`src/sv/gpf_pkg.sv`:
```
// Package with shared constants and the result type of the Goldbach pair finder.
`timescale 1ns / 1ps

package gpf_pkg;

    // Default number of entries covered by the primality table.
    localparam int TABLE_SIZE_DEF = 65536;

    // Width of the query number and of the two primes of a result.
    localparam int NUM_W = 16;

    // One result item as it leaves the query engine.
    typedef struct packed {
        logic             found;
        logic [NUM_W-1:0] small_prime;
        logic [NUM_W-1:0] large_prime;
        logic             bad_request;
    } t_result;

endpackage

```
`src/sv/gpf_sieve.sv`:
```
// Sieve engine: clears the odd-number table, then strikes out odd multiples of each prime.
`timescale 1ns / 1ps

module gpf_sieve #(
    parameter int TABLE_SIZE = gpf_pkg::TABLE_SIZE_DEF,
    parameter int OW         = $clog2(TABLE_SIZE / 2)
) (
    input  logic          i_clk,
    input  logic          i_rst_n,
    output logic          o_we,
    output logic [OW-1:0] o_waddr,
    output logic          o_wdata,
    output logic [OW-1:0] o_raddr,
    input  logic          i_rdata,
    output logic          o_table_ready
);

    // Wide enough for TABLE_SIZE itself and for a multiple one step past it.
    localparam int            KW     = $clog2(TABLE_SIZE) + 1;
    localparam logic [KW-1:0] N_K    = KW'(TABLE_SIZE);
    localparam logic [OW-1:0] LAST_A = OW'(TABLE_SIZE / 2 - 1);

    typedef enum logic [2:0] {
        S_CLEAR,
        S_TEST,
        S_CHECK,
        S_MARK,
        S_DONE
    } t_state;

    t_state        r_state;
    logic [OW-1:0] r_addr;
    logic [KW-1:0] r_i;
    logic [KW-1:0] r_sq;
    logic [KW-1:0] r_step;
    logic [KW-1:0] r_k;

    // Memory requests follow the current state.
    always_comb begin
        o_we    = 1'b0;
        o_waddr = r_addr;
        o_wdata = 1'b0;
        o_raddr = OW'(r_i >> 1);
        unique case (r_state)
            S_CLEAR: begin
                // Every odd entry starts as prime, except the one for the number 1.
                o_we    = 1'b1;
                o_wdata = (r_addr != '0);
            end
            S_MARK: begin
                o_we    = (r_k < N_K);
                o_waddr = OW'(r_k >> 1);
            end
            S_TEST, S_CHECK, S_DONE: begin
            end
            default: begin
            end
        endcase
    end

    assign o_table_ready = (r_state == S_DONE);

    // Sieve sequencer. The square of the candidate is kept up to date by adding 4i + 4.
    always_ff @(posedge i_clk) begin
        if (!i_rst_n) begin
            r_state <= S_CLEAR;
            r_addr  <= '0;
        end else begin
            unique case (r_state)
                S_CLEAR: begin
                    r_i    <= KW'(3);
                    r_sq   <= KW'(9);
                    r_step <= KW'(6);
                    if (r_addr == LAST_A) begin
                        r_state <= S_TEST;
                    end else begin
                        r_addr <= r_addr + 1'b1;
                    end
                end
                S_TEST: begin
                    if (r_sq < N_K) begin
                        r_state <= S_CHECK;
                    end else begin
                        r_state <= S_DONE;
                    end
                end
                S_CHECK: begin
                    if (i_rdata) begin
                        r_k     <= r_sq;
                        r_state <= S_MARK;
                    end else begin
                        r_i     <= r_i + KW'(2);
                        r_sq    <= r_sq + (r_step << 1) + KW'(4);
                        r_step  <= r_step + KW'(4);
                        r_state <= S_TEST;
                    end
                end
                S_MARK: begin
                    if (r_k < N_K) begin
                        r_k <= r_k + r_step;
                    end else begin
                        r_i     <= r_i + KW'(2);
                        r_sq    <= r_sq + (r_step << 1) + KW'(4);
                        r_step  <= r_step + KW'(4);
                        r_state <= S_TEST;
                    end
                end
                S_DONE: begin
                end
                default: begin
                    r_state <= S_DONE;
                end
            endcase
        end
    end

endmodule

```
`config.mk`:
```
export PLATFORM = sky130hd
export DESIGN_NAME = gpf_sieve
export DESIGN_NICKNAME = d
export VERILOG_FILES = /design/src/sv/gpf_pkg.sv /design/src/sv/gpf_sieve.sv
export SDC_FILE = /design/constraint.sdc
export NUM_CORES = 1
export LEC_CHECK = 0
export BUFFER_PORTS_ARGS = -buffer_cell sky130_fd_sc_hd__buf_2
export CAP_MARGIN = 0
export CORE_MARGIN = 2
export CORE_UTILIZATION = 55
export CTS_BUF_LIST = sky130_fd_sc_hd__clkbuf_4
export CTS_CLUSTER_SIZE = 12
export DETAILED_ROUTE_END_ITERATION = 16
export HOLD_SLACK_MARGIN = 0.1
export PLACE_DENSITY = 0.75
export SLEW_MARGIN = 0
export SYNTH_ARGS = -nofsm -noshare
export SYNTH_HDL_FRONTEND = slang
export SYNTH_SLANG_ARGS = --single-unit
```
`constraint.sdc`:
```
create_clock -name i_clk -period 4.55 [get_ports i_clk]
set_input_delay 0.2275 -clock i_clk [delete_from_list [all_inputs] [get_ports i_clk]]
set_output_delay 0.2275 -clock i_clk [all_outputs]
set_load 0.1 [all_outputs]
```
Yosys cells after proc, flatten, opt, wreduce, memory -nomap -nowiden
Cells that the tools add are included.
Operators by class
  add/sub/neg operators: 6
  magnitude comparators: 2
  eq/ne operators: 10
  multiplexer cells: 20
  bitwise gates (word level): 2
  reduce and logical (&&, ||, !) cells: 8
Operator list (number)
  $pmux 17 s3: 3
  $mux 17: 8
  $add 17x17->17: 2
  $add 17x3->17 const B: 2
  $lt 17x17->1 const B: 2
  $pmux 17 s2: 1
  $add 17x2->17 const B: 1
  $add 15x1->15 const B: 1
  $eq 15x15->1 const B: 1
  $mux 15: 1
  $pmux 3 s5: 1
  $reduce_bool 15->1: 1
  $ne 2x2->1 const B: 5
  $mux 3: 3
  $reduce_and 4->1: 2
  $eq 3x2->1 const B: 2
  $eq 3x1->1 const B: 1
  $eq 3x3->1 const B: 1
  $logic_not 3->1: 1
  $reduce_and 3->1: 1
  $reduce_bool 3->1: 1
  $mux 2: 1
  $not 1->1: 2
  $pmux 1 s2: 1
  other kinds (3): 3
Storage, ports and cells
  register bits after elaboration: 86
  bits of input ports: 3
  word-level logic and storage cells: 54

Longest topological paths before layout
Gate-level depths: netlist of the first run.
  depth in word-level cells: 4
  depth in mapped cells: 11
  gate-level depth less buffers: 11

Worst setup path after synthesis of the first run
Ideal clock, no wire load.
  path type: flip-flop to flip-flop
  start point: register r_state[0]
  end point: register r_i[10], enable pin
  library setup time: 0.509 ns
  data arrival time: 3.913 ns
  setup slack: 0.128 ns
  cell stages (with the launch flop): 4
  buffers on the path: 1
  period minus slack after synthesis: 4.422 ns
  cells stage by stage: dfxtp_1 -> clkbuf_1 -> a31oi_1 -> nor3b_1
On the way
  cells in the longest elaborated chain, start to end: 3
  elaborated cells on any way between the ends: 7
RTL lines
  start: declaration: RTL line gpf_sieve.sv:31  | t_state r_state;
  start signal: assignment: RTL line gpf_sieve.sv:66  | r_state <= S_CLEAR;
  start signal: assignment: RTL line gpf_sieve.sv:75  | r_state <= S_TEST;
  start signal: assignment: RTL line gpf_sieve.sv:82  | r_state <= S_CHECK;
  $eq 3x2->1 / $logic_not 3->1 (equally long branches): RTL line gpf_sieve.sv:69  | unique case (r_state)
  $ne 2x2->1 (no line) / $reduce_bool 3->1 (equally long branches)
  $reduce_and 4->1 (no line) (*)
  end signal: assignment: RTL line gpf_sieve.sv:92  | r_i <= r_i + KW'(2);
  end signal: assignment: RTL line gpf_sieve.sv:102  | r_i <= r_i + KW'(2);
  end: declaration: RTL line gpf_sieve.sv:33  | logic [KW-1:0] r_i;
Every way passes the cells marked *; elsewhere a longest branch is shown, timed or not.
A chain may end at the register's enable or synchronous reset.

Final worst setup path of the first run
  start point: register r_step[3]
  end point: register r_sq[16], data pin
On the way
  cells in the longest elaborated chain, start to end: 4
  elaborated cells on any way between the ends: 5
RTL lines
  start: declaration: RTL line gpf_sieve.sv:35  | logic [KW-1:0] r_step;
  start signal: assignment: RTL line gpf_sieve.sv:94  | r_step <= r_step + KW'(4);
  start signal: assignment: RTL line gpf_sieve.sv:104  | r_step <= r_step + KW'(4);
  $add 17x17->17 (*): RTL line gpf_sieve.sv:93, gpf_sieve.sv:103
  $add 17x3->17 (*): RTL line gpf_sieve.sv:93, gpf_sieve.sv:103
  $mux 17, on equally long branches: RTL line gpf_sieve.sv:99, gpf_sieve.sv:88
  $pmux 17 s3 (*): RTL line gpf_sieve.sv:69
  end signal: assignment: RTL line gpf_sieve.sv:93  | r_sq <= r_sq + (r_step << 1) + KW'(4);
  end signal: assignment: RTL line gpf_sieve.sv:103  | r_sq <= r_sq + (r_step << 1) + KW'(4);
  end: declaration: RTL line gpf_sieve.sv:34  | logic [KW-1:0] r_sq;
Every way passes the cells marked *; elsewhere a longest branch is shown, timed or not. The select of a mux whose other input is x is not followed.

==> reports/metrics.csv, run 1 <==
stage;metric;value;unit
outcome;status;completed;
worst_setup_path;Critical Path, Cell by Cell;ha_1 -> ha_1 -> fa_1 -> a211oi_1 -> o21a_1 -> o21bai_1 -> a21oi_1 -> o21ai_0 -> mux2i_1;
route;Avg WL per Cell;16.5;µm
min_path;Hold Path Sink;r_addr[14];
synthesis;top_reg_cell synth;edfxtp_1;
worst_setup_path;R2R depth;9;
sta;Hold WS;0.174;ns
synthesis;register area share after synthesis;0.424;
sta;slew margin rel.;0.471;
finish;# diodes;0;
power_and_ir_drop;Reg power frac;0.564;
sta;Final period util;0.630;
clocking;clk_lat worst skew;0.43;ns
sta;skew final;0.0234;ns
worst_setup_path;Buf/Inv on CP;0;
grt;global-route wire length before repair;18.1;mm
worst_setup_path;r2r startpoint;r_step[3];
worst_setup_path;reg2reg setup slack;1.68;ns
worst_setup_path;CP Class;reg -> reg;
grt;vias in the first global route;3681;
worst_setup_path;Critical Path RT;4.74;ns
power_and_ir_drop;Peak VDD IR;0.000160;V
placed_design;placed cells;641;
sta;Setup TNS;0;ns
synthesis;Yosys reg bits;78;
clocking;Max Root-Sink Buffers;2;
route;DRT iter0 DRCs;244;
route;DRC;0;
grt;GRT Total Usage;0.227;
clocking;Resize count post-CTS;0;
worst_setup_path;R2R Path End;r_sq[16];
die;die outline area;0.0100;mm²
clocking;CTS tree;built;
synthesis;Synth Area in XOR/XNOR;0.0911;
grt;antenna violations before repair;0;
synthesis;Yosys cell types;58;
synthesis;simple-gate share of the synthesized area;0.184;
sta;Slew Limit Fails;0;
finish;Final nets;589;
grt;largest net degree at the start of global routing;45;
finish;share of cells above drive strength 1;0.150;
placed_design;Placer Congestion;0.889;
worst_setup_path;CP Capture Type;flip-flop;
power_and_ir_drop;Pint;1.01;mW
synthesis;cell count after synthesis;507;
placed_design;post-DP HPWL;7.88;mm
clocking;clock root buffer;clkbuf_4;
sta;Least-Margin Pin Slew;0.793;ns
grt;gr ovfl total;0;
synthesis;Avg Synthesized Cell Area;10.0;µm²
finish;final core utilization;0.605;
synthesis;async set-reset flop share out of synthesis;0;
route;antenna-violating nets left;0;
die;Die Ht;100;µm
power_and_ir_drop;Gate power share;0.137;
placed_design;Port-buffer cells;35;
route;WL final;10.8;mm
clocking;Num Clock Sinks;78;
clocking;CTS Hold Bufs;0;
worst_setup_path;crit start category;flip-flop;
sta;min Tclk post-route;2.87;ns
power_and_ir_drop;Lkg Pwr;2.25;nW
worst_setup_path;most frequent CP cell;ha_1;
die;die width;100;µm
synthesis;Syn. warnings;0;
finish;number of fill cells;791;
worst_setup_path;Largest stage delay, worst path;0.52;ns
sta;final setup vio count;0;
finish;register area;0.00216;mm²
worst_setup_path;CP top delay family;adder cells;
sta;Hold Vio Cnt, Final;0;
synthesis;largest family of logic cells by synthesized area;simple AND/OR/NAND/NOR gates;
power_and_ir_drop;Cell Pwr Density;257;mW/mm²
clocking;H-tree levels;3;
route;routed vias;3987;
synthesis;Mapped Area;0.00509;mm²
synthesis;Synth Area in Compound Gates;0.134;
clocking;setup bufs post-CTS;0;
finish;area of the multi-input gates;0.00283;mm²
worst_setup_path;largest fanout on the critical path;7;
power_and_ir_drop;Sw Pwr;0.405;mW
synthesis;Post-synth EDFFs;60;
run;max-capacitance violation count;0;
power_and_ir_drop;switching share of power;0.285;
min_path;hold depth;2;
finish;area growth from synthesis to layout;8.25;%
clocking;Clock transition at path regs;0.13;ns
worst_setup_path;worst path arrival time;3.06;ns
min_path;Worst Hold Class;in -> reg;
clocking;Num CTS Buffers;9;
die;Site Rows;35;
sta;RSZ-0062 raised after global routing;no;
worst_setup_path;slowest CP cell;edfxtp_1;
power_and_ir_drop;Clock Power Share;0.300;
synthesis;Adder-Cell Fraction of Synth Area;0.113;
sta;Max Clk Rate;0.349;GHz
die;I/O Pins;36;
min_path;worst hold start;i_rst_n;
die;Initial Utilization;0.559;
route;DR vias/cell;6.07;
worst_setup_path;crit path from;r_step[3];
finish;Post-Layout Cell Count;657;
route;DR pass1 iterations;5;
synthesis;multiplexer share of the synthesized area;0.0329;
die;core box area;0.00911;mm²
synthesis;Net Count, Synth;555;
state kept, by name, summed over array words and instances, names as in the netlist:
signal / count
r_k: 16
r_addr: 15
r_i: 15
r_step: 15
r_sq: 14
r_state: 3
synth_stat cells, types with 3 or more instances:
cell type / n / area [µm²]
nand4_1: 9 / 56.3
o21a_1: 5 / 37.5
o21bai_1: 4 / 30.0
nor2b_1: 3 / 18.8
and3_1: 15 / 93.8
a31oi_1: 4 / 25.0
or3_1: 3 / 18.8
xor2_1: 29 / 254
nand3_1: 30 / 150
nor3_1: 7 / 35.0
o21ai_0: 26 / 130
ha_1: 43 / 538
nor3b_1: 3 / 22.5
a21o_1: 9 / 67.6
dfxtp_1: 18 / 360
a21oi_1: 24 / 120
nand2_1: 32 / 120
edfxtp_1: 60 / 1800
clkbuf_1: 13 / 48.8
mux2_2: 14 / 158
nor2_1: 52 / 195
o21ai_1: 7 / 35.0
and2_1: 15 / 93.8
xnor2_1: 24 / 210
inv_1: 11 / 41.3
a211oi_1: 9 / 67.6
power by group through the flow:
| stage | logic [mW] | registers, mW | clock network, mW |
|---|---|---|---|
| after global placement | 0.190 | 0.815 | 0 |
| after floorplan | 0.127 | 0.845 | 0 |
| after CTS | 0.194 | 0.800 | 0.434 |
| after global routing | 0.212 | 0.803 | 0.465 |
| final | 0.194 | 0.800 | 0.426 |
| after detailed placement | 0.193 | 0.816 | 0 |
final cells by class:
class,instances,area share
Clock buffer,11,0.0150
Inverter,11,0.00749
Tap cell,111,0.0252
Timing Repair Buffer,39,0.0372
Sequential cell,78,0.392
Multi-Input combinational cell,402,0.514
Clock inverter,5,0.00930
cells in the final DEF, fill, tap and decap left out, types with 5 or more instances in the layout:
master,instances
a211oi_1,9
nor3_1,7
o21ai_1,7
clkbuf_4,11
nand3_1,30
o21ai_0,26
edfxtp_1,60
xnor2_1,24
and2_1,15
ha_1,43
buf_2,35
inv_1,11
a21o_1,9
nand4_1,9
o21a_1,5
a21oi_1,24
dfxtp_1,18
xor2_1,29
nand2_1,32
nor2_1,52
and3_1,15
mux2_2,14
per-stage QoR:
| step | power, mW | cell area (µm²) | worst slack, ns |
|---|---|---|---|
| floorplan | 0.972 | 5090 | 0.128 |
| global placement | 1.01 | 5380 | 1.76 |
| detailed placement | 1.01 | 5380 | 1.69 |
| CTS | 1.43 | 5510 | 1.66 |
| global route | 1.48 | 5510 | 1.49 |
| finish | 1.42 | 5510 | 1.68 |
cells by family (layout without fill, tap and decap cells):
group	count (synthesis)	in the layout
AND/OR/NAND/NOR	184	184
AO/OA/AOI/OAI	105	105
flip-flops	78	78
XOR/XNOR	53	53
adder cells (fa/ha/maj)	45	45
buffers and inverters	27	66
multiplexers	15	15
layer usage:
layer,track usage,share of wire,up-vias,wire length [µm]
met2,0.364,0.47,103,5100
met3,0.0299,0.035,21,377
met5,0,0,-,0
met1,0.317,0.47,1918,5080
li1,-,-,1945,-
met4,0.0832,0.025,0,269
worst max-delay path by stage:
stage                      end  slack, ns  depth (start not counted)
floorplan              r_i[10]       0.13                          3
global placement      r_sq[16]       1.76                          9
detailed placement    r_sq[16]       1.69                          9
CTS                 o_waddr[1]       1.66                          7
global route          r_sq[16]       1.49                          9
finish                r_sq[16]       1.68                          9
Power figures use the tool's default switching activity.
==> run 2: changes to the inputs <==
Clock period 4.55 ns to 2.3 ns, I/O delays scaled along.
==> reports/metrics.csv, run 2 (synthesis gave the netlist of run 1 again) <==
stage;metric;value;unit;change
worst_setup_path;largest fanout on the critical path;2;;-5
worst_setup_path;crit start category;flip-flop;;
route;DR vias/cell;5.95;;-1.9%
worst_setup_path;CP Capture Type;flip-flop;;
finish;Final nets;631;;+7.1%
grt;global-route wire length before repair;19.1;mm;+5.6%
clocking;Clock transition at path regs;0.15;ns;+0.02 ns
sta;min Tclk post-route;2.47;ns;-0.399 ns
grt;vias in the first global route;3936;;+6.9%
finish;area growth from synthesis to layout;25.1;%;
outcome;failing checks;setup timing;;
clocking;Num Clock Sinks;78;;unchanged
die;Die Ht;100;µm;unchanged
min_path;Hold Path Sink;r_state[1];;
finish;final instance area;0.00637;mm²;+16%
grt;GR Util met2;0.414;;+0.0490
sta;Hold Vio Cnt, Final;0;;unchanged
worst_setup_path;CP Class;reg -> reg;;
worst_setup_path;R2R Path End;r_sq[12];;
sta;Hold WS;0.183;ns;+0.00926 ns
placed_design;post-DP HPWL;8.38;mm;+6.3%
route;DR pass1 iterations;5;;unchanged
sta;RSZ-0062 raised after global routing;yes;;
run;max-capacitance violation count;0;;unchanged
min_path;hold depth;5;;+3
worst_setup_path;R2R depth;9;;unchanged
clocking;clk_lat worst skew;0.46;ns;+0.03 ns
finish;Largest register FFs;16;;unchanged
grt;gr ovfl total;0;;unchanged
power_and_ir_drop;Final Power;2.90;mW;+100%
grt;antenna violations before repair;0;;unchanged
finish;Biggest register;r_k;;
finish;# diodes;0;;unchanged
sta;final worst setup slack;-0.169;ns;-1.85 ns
min_path;worst hold start;i_rdata;;
power_and_ir_drop;Lkg Pwr;2.56;nW;+14%
placed_design;Placer Congestion;0.896;;+0.73%
finish;commonest non-fill, non-tap cell in the layout;edfxtp_1;;
grt;GRT Total Usage;0.240;;+0.0123
clocking;clock root buffer;clkbuf_4;;
die;Initial Utilization;0.559;;unchanged
sta;Least-Margin Pin Slew;0.613;ns;-0.181 ns
finish;number of fill cells;658;;-17%
sta;Final period util;1.07;;+0.443
clocking;Num CTS Buffers;9;;unchanged
placed_design;post-placement cell area;0.00591;mm²;+9.9%
sta;final setup vio count;6;;+6
finish;most frequent cells in the layout;edfxtp_1 (60), nor2_1 (52), buf_4 (43);;
route;DRT iter0 DRCs;221;;-9.4%
outcome;status;finished with violations;;
power_and_ir_drop;Cell Pwr Density;456;mW/mm²;+77%
grt;largest net degree at the start of global routing;45;;unchanged
grt;grt peak-use layer;met2;;
route;DRC;0;;unchanged
worst_setup_path;reg2reg setup slack;-0.17;ns;-1.85 ns
die;Site Rows;35;;unchanged
sta;Max Clk Rate;0.405;GHz;+16%
worst_setup_path;r2r startpoint;r_sq[4];;
placed_design;Port-buffer cells;35;;unchanged
clocking;CTS tree;built;;
worst_setup_path;Critical Path RT;2.52;ns;-2.22 ns
die;I/O Pins;36;;unchanged
clocking;Max Root-Sink Buffers;2;;unchanged
clocking;H-tree levels;3;;unchanged
sta;skew final;0.0284;ns;+0.00497 ns
route;routed vias;4160;;+4.3%
worst_setup_path;worst path arrival time;2.69;ns;-0.37 ns
sta;slew margin rel.;0.592;;+0.120
power_and_ir_drop;Peak VDD IR;0.000299;V;+87%
grt;met1 usage;0.309;;-0.00775
min_path;Worst Hold Class;in -> reg;;
die;core box area;0.00911;mm²;unchanged
route;antenna-violating nets left;0;;unchanged
die;die width;100;µm;unchanged
route;Avg WL per Cell;16.9;µm;+2.4%
sta;Slew Limit Fails;0;;unchanged
die;die outline area;0.0100;mm²;unchanged
route;WL final;11.8;mm;+9.0%
grt;GR Util met3;0.0376;;+0.00766
finish;share of cells above drive strength 1;0.281;;+0.130
## run 2: changes by cell type in the layout (fill, tap and decap cells not counted), sizes merged
| cell | previous run | this run |
|---|---|---|
| bufinv | 1 | 0 |
| buf | 39 | 80 |
| clkbuf | 11 | 9 |
| dlygate4sd3 | 0 | 1 |
| inv | 12 | 16 |
| clkinv | 2 | 1 |
## run 2: metrics by stage
step                cells  worst slack [ns]  TNS, ns   util
floorplan             507           -0.0655   -0.147      -
global placement      670           -0.0638   -0.225  0.649
detailed placement    670            -0.150   -0.724  0.649
CTS                   690            -0.139   -0.525  0.670
global route          699            -0.270    -1.34  0.699
finish                699            -0.169   -0.530  0.699
## run 2: cell type report
| cell class | count | area [µm²] | share of cell area |
|---|---|---|---|
| Clock buffer | 9 | 67.6 | 0.0106 |
| Inverter | 11 | 41.3 | 0.00648 |
| Clock inverter | 7 | 65.1 | 0.0102 |
| Tap cell | 111 | 139 | 0.0218 |
| Timing Repair Buffer | 81 | 786 | 0.123 |
| Multi-Input combinational cell | 402 | 3110 | 0.488 |
| Sequential cell | 78 | 2160 | 0.340 |
## run 2: worst max-delay path by stage
stage / cells after the start / startpoint / endpoint / slack [ns]
3_5_place_dp: 9 / r_step[3] / r_sq[16] / -0.15
4_1_cts: 9 / r_step[3] / r_sq[16] / -0.14
5_1_grt: 11 / r_step[2] / r_sq[12] / -0.27
6_report: 9 / r_sq[4] / r_sq[12] / -0.17
3_3_place_gp: 9 / r_step[3] / r_sq[16] / -0.06
2_1_floorplan: 9 / r_step[3] / r_sq[16] / -0.07
## run 2: layer usage
layer,vias to the layer above,part of all wire
li1,2022,-
met1,1993,0.43
met2,124,0.50
met3,21,0.045
met4,0,0.019
met5,-,0
## run 2: critical path: stages (launching register included)
cell	delay [ns]
edfxtp_1	0.46
ha_4	0.27
ha_4	0.16
fa_2	0.40
a211oi_2	0.29
o21a_1	0.18
o21bai_2	0.07
a21oi_2	0.20
xor2_1	0.16
nor2_1	0.05
## run 2: power by group
part	leakage (nW)	total [mW]	switching [mW]	internal, mW
sequential	0.730	1.58	0.0371	1.54
clock	0.0714	0.830	0.579	0.250
combinational	1.76	0.495	0.306	0.189
total	2.56	2.90	0.923	1.98
## run 2: what timing repair did
| action | CTS | global route |
|---|---|---|
| hold buffers | 1 | 0 |
| setup buffers | 3 | 11 |
| pin swaps | 5 | 24 |
| gates resized for setup | 5 | 35 |
| setup endpoints to repair | 12 | 16 |
| hold endpoints to repair | 16 | 0 |
==> run 3: changes to the inputs <==
==> constraint.sdc (replaced) <==
create_clock -name i_clk -period 2.3 [get_ports i_clk]
set_input_delay 0.115 -clock i_clk [delete_from_list [all_inputs] [get_ports i_clk]]
set_output_delay 0.115 -clock i_clk [all_outputs]
set_load 0.05 [all_outputs]
==> reports/metrics.csv, run 3 (synthesis gave the netlist of run 1 again) <==
stage;metric;value;unit;change
worst_setup_path;CP Capture Type;flip-flop;;
finish;commonest non-fill, non-tap cell in the layout;edfxtp_1;;
grt;vias in the first global route;4151;;+5.5%
power_and_ir_drop;Final Power;2.89;mW;-0.59%
clocking;Max Root-Sink Buffers;2;;unchanged
placed_design;Placer Congestion;0.899;;+0.37%
placed_design;Port-buffer cells;35;;unchanged
clocking;clk_lat worst skew;0.46;ns;about the same
grt;GRT Total Usage;0.248;;+0.00864
sta;Hold Vio Cnt, Final;0;;unchanged
sta;Least-Margin Pin Slew;0.447;ns;-0.166 ns
worst_setup_path;worst path arrival time;2.55;ns;-0.14 ns
finish;most frequent cells in the layout;edfxtp_1 (60), nor2_1 (52), buf_4 (47);;
route;DRC;0;;unchanged
grt;gr ovfl total;0;;unchanged
placed_design;post-placement cell area;0.00572;mm²;-3.4%
die;die width;100;µm;unchanged
die;Initial Utilization;0.559;;unchanged
worst_setup_path;reg2reg setup slack;-0.04;ns;+0.13 ns
clocking;CTS tree;built;;
clocking;Num CTS Buffers;9;;unchanged
finish;area of the multi-input gates;0.00305;mm²;-2.0%
die;I/O Pins;36;;unchanged
sta;Max Clk Rate;0.428;GHz;+5.6%
finish;final instance area;0.00611;mm²;-4.1%
route;DR pass1 iterations;5;;unchanged
worst_setup_path;CP Class;reg -> reg;;
sta;final setup vio count;4;;-2
route;DR vias/cell;5.96;;+0.12%
placed_design;placed cells;678;;+1.2%
die;die outline area;0.0100;mm²;unchanged
power_and_ir_drop;Peak VDD IR;0.000288;V;-3.7%
clocking;H-tree levels;3;;unchanged
worst_setup_path;largest fanout on the critical path;3;;+1
worst_setup_path;crit start category;flip-flop;;
grt;global-route wire length before repair;19.7;mm;+3.3%
sta;Final period util;1.02;;-0.0567
finish;area growth from synthesis to layout;19.9;%;
outcome;failing checks;setup timing;;
run;max-capacitance violation count;0;;unchanged
power_and_ir_drop;Lkg Pwr;2.49;nW;-2.6%
grt;largest net degree at the start of global routing;45;;unchanged
min_path;Worst Hold Class;in -> reg;;
finish;Post-Layout Cell Count;703;;+0.57%
die;core box area;0.00911;mm²;unchanged
placed_design;post-DP HPWL;8.51;mm;+1.6%
finish;register area;0.00216;mm²;about the same
power_and_ir_drop;Cell Pwr Density;472;mW/mm²;+3.7%
finish;Biggest register;r_k;;
finish;number of fill cells;688;;+4.6%
finish;# diodes;0;;unchanged
die;Die Ht;100;µm;unchanged
route;DRT iter0 DRCs;191;;-14%
clocking;Num Clock Sinks;78;;unchanged
die;Site Rows;35;;unchanged
sta;Slew Limit Fails;0;;unchanged
clocking;clock root buffer;clkbuf_4;;
sta;RSZ-0062 raised after global routing;yes;;
worst_setup_path;Critical Path RT;2.51;ns;about the same
sta;slew margin rel.;0.699;;+0.108
sta;skew final;0.0275;ns;-0.000939 ns
grt;antenna violations before repair;0;;unchanged
finish;Final nets;635;;+0.63%
route;Avg WL per Cell;16.8;µm;-0.42%
finish;share of cells above drive strength 1;0.265;;-0.0154
route;routed vias;4189;;+0.70%
route;antenna-violating nets left;0;;unchanged
finish;Largest register FFs;16;;unchanged
route;WL final;11.8;mm;+0.15%
sta;min Tclk post-route;2.34;ns;-0.130 ns
outcome;status;finished with violations;;
sta;final worst setup slack;-0.0386;ns;+0.130 ns
clocking;Clock transition at path regs;0.15;ns;about the same
==> run 3: changes by cell type in the layout (fill, tap and decap cells not counted), moves of 2 or more <==
cell	before	now
a31oi_1	1	3
a31oi_2	3	1
buf_12	17	1
buf_2	18	35
buf_4	43	47
inv_8	2	0
o21ai_1	9	13
o21ai_2	7	2
o21bai_1	2	4
o21bai_2	2	0
==> run 3: path summary, 6_finish.rpt <==
kind              startpoint  cells after the start          to
hold / removal       i_rdata                      5  r_state[1]
setup reg to reg   r_step[2]                      9     r_k[15]
hold reg to reg    r_addr[1]                      2   r_addr[1]
setup / recovery   r_step[2]                      9     r_k[15]
==> run 3: repair_timing <==
action,4_1_cts,5_1_grt
hold buffers,1,0
buffers inserted,5,3
resized for setup,13,17
hold endpoints to repair,18,0
pin swaps,10,8
setup endpoints to repair,22,25
==> run 3: per-stage QoR <==
step                      hold WS (ns)   util  TNS (ns)  worst slack [ns]
after global placement           0.492  0.627    -0.150           -0.0405
after CTS                        0.152  0.660    -0.215           -0.0550
after detailed placement         0.511  0.627    -0.476           -0.0924
final                            0.173  0.671    -0.129           -0.0386
after global routing             0.216  0.671     -1.18            -0.180
after floorplan                  0.414      -    -0.150           -0.0652
==> run 3: report_power, final <==
group          total [mW]  internal (mW)  switching [mW]
registers            1.58           1.54          0.0384
logic               0.405          0.171           0.234
clock network       0.901          0.342           0.559
==> run 3: area by class of cell <==
cell class | instances | share of cell area
Clock inverter | 7 | 0.0131
Multi-Input combinational cell | 402 | 0.499
Tap cell | 111 | 0.0227
Inverter | 11 | 0.00676
Timing Repair Buffer | 85 | 0.0932
Clock buffer | 9 | 0.0111
Sequential cell | 78 | 0.354
==> run 3: metal layers <==
layer / part of all wire / global-route usage / up-vias
met5: 0 / 0 / -
met4: 0.028 / 0.121 / 0
met3: 0.042 / 0.0341 / 25
met2: 0.49 / 0.415 / 119
met1: 0.44 / 0.317 / 2005
li1: - / - / 2040
==> run 3: critical path, stage by stage, from the launching register on <==
cell,delay [ns]
edfxtp_1,0.44
buf_4,0.18
fa_2,0.39
a21o_1,0.22
a221oi_4,0.28
buf_4,0.16
buf_4,0.11
o311ai_1,0.11
xnor2_1,0.17
o21ai_1,0.07
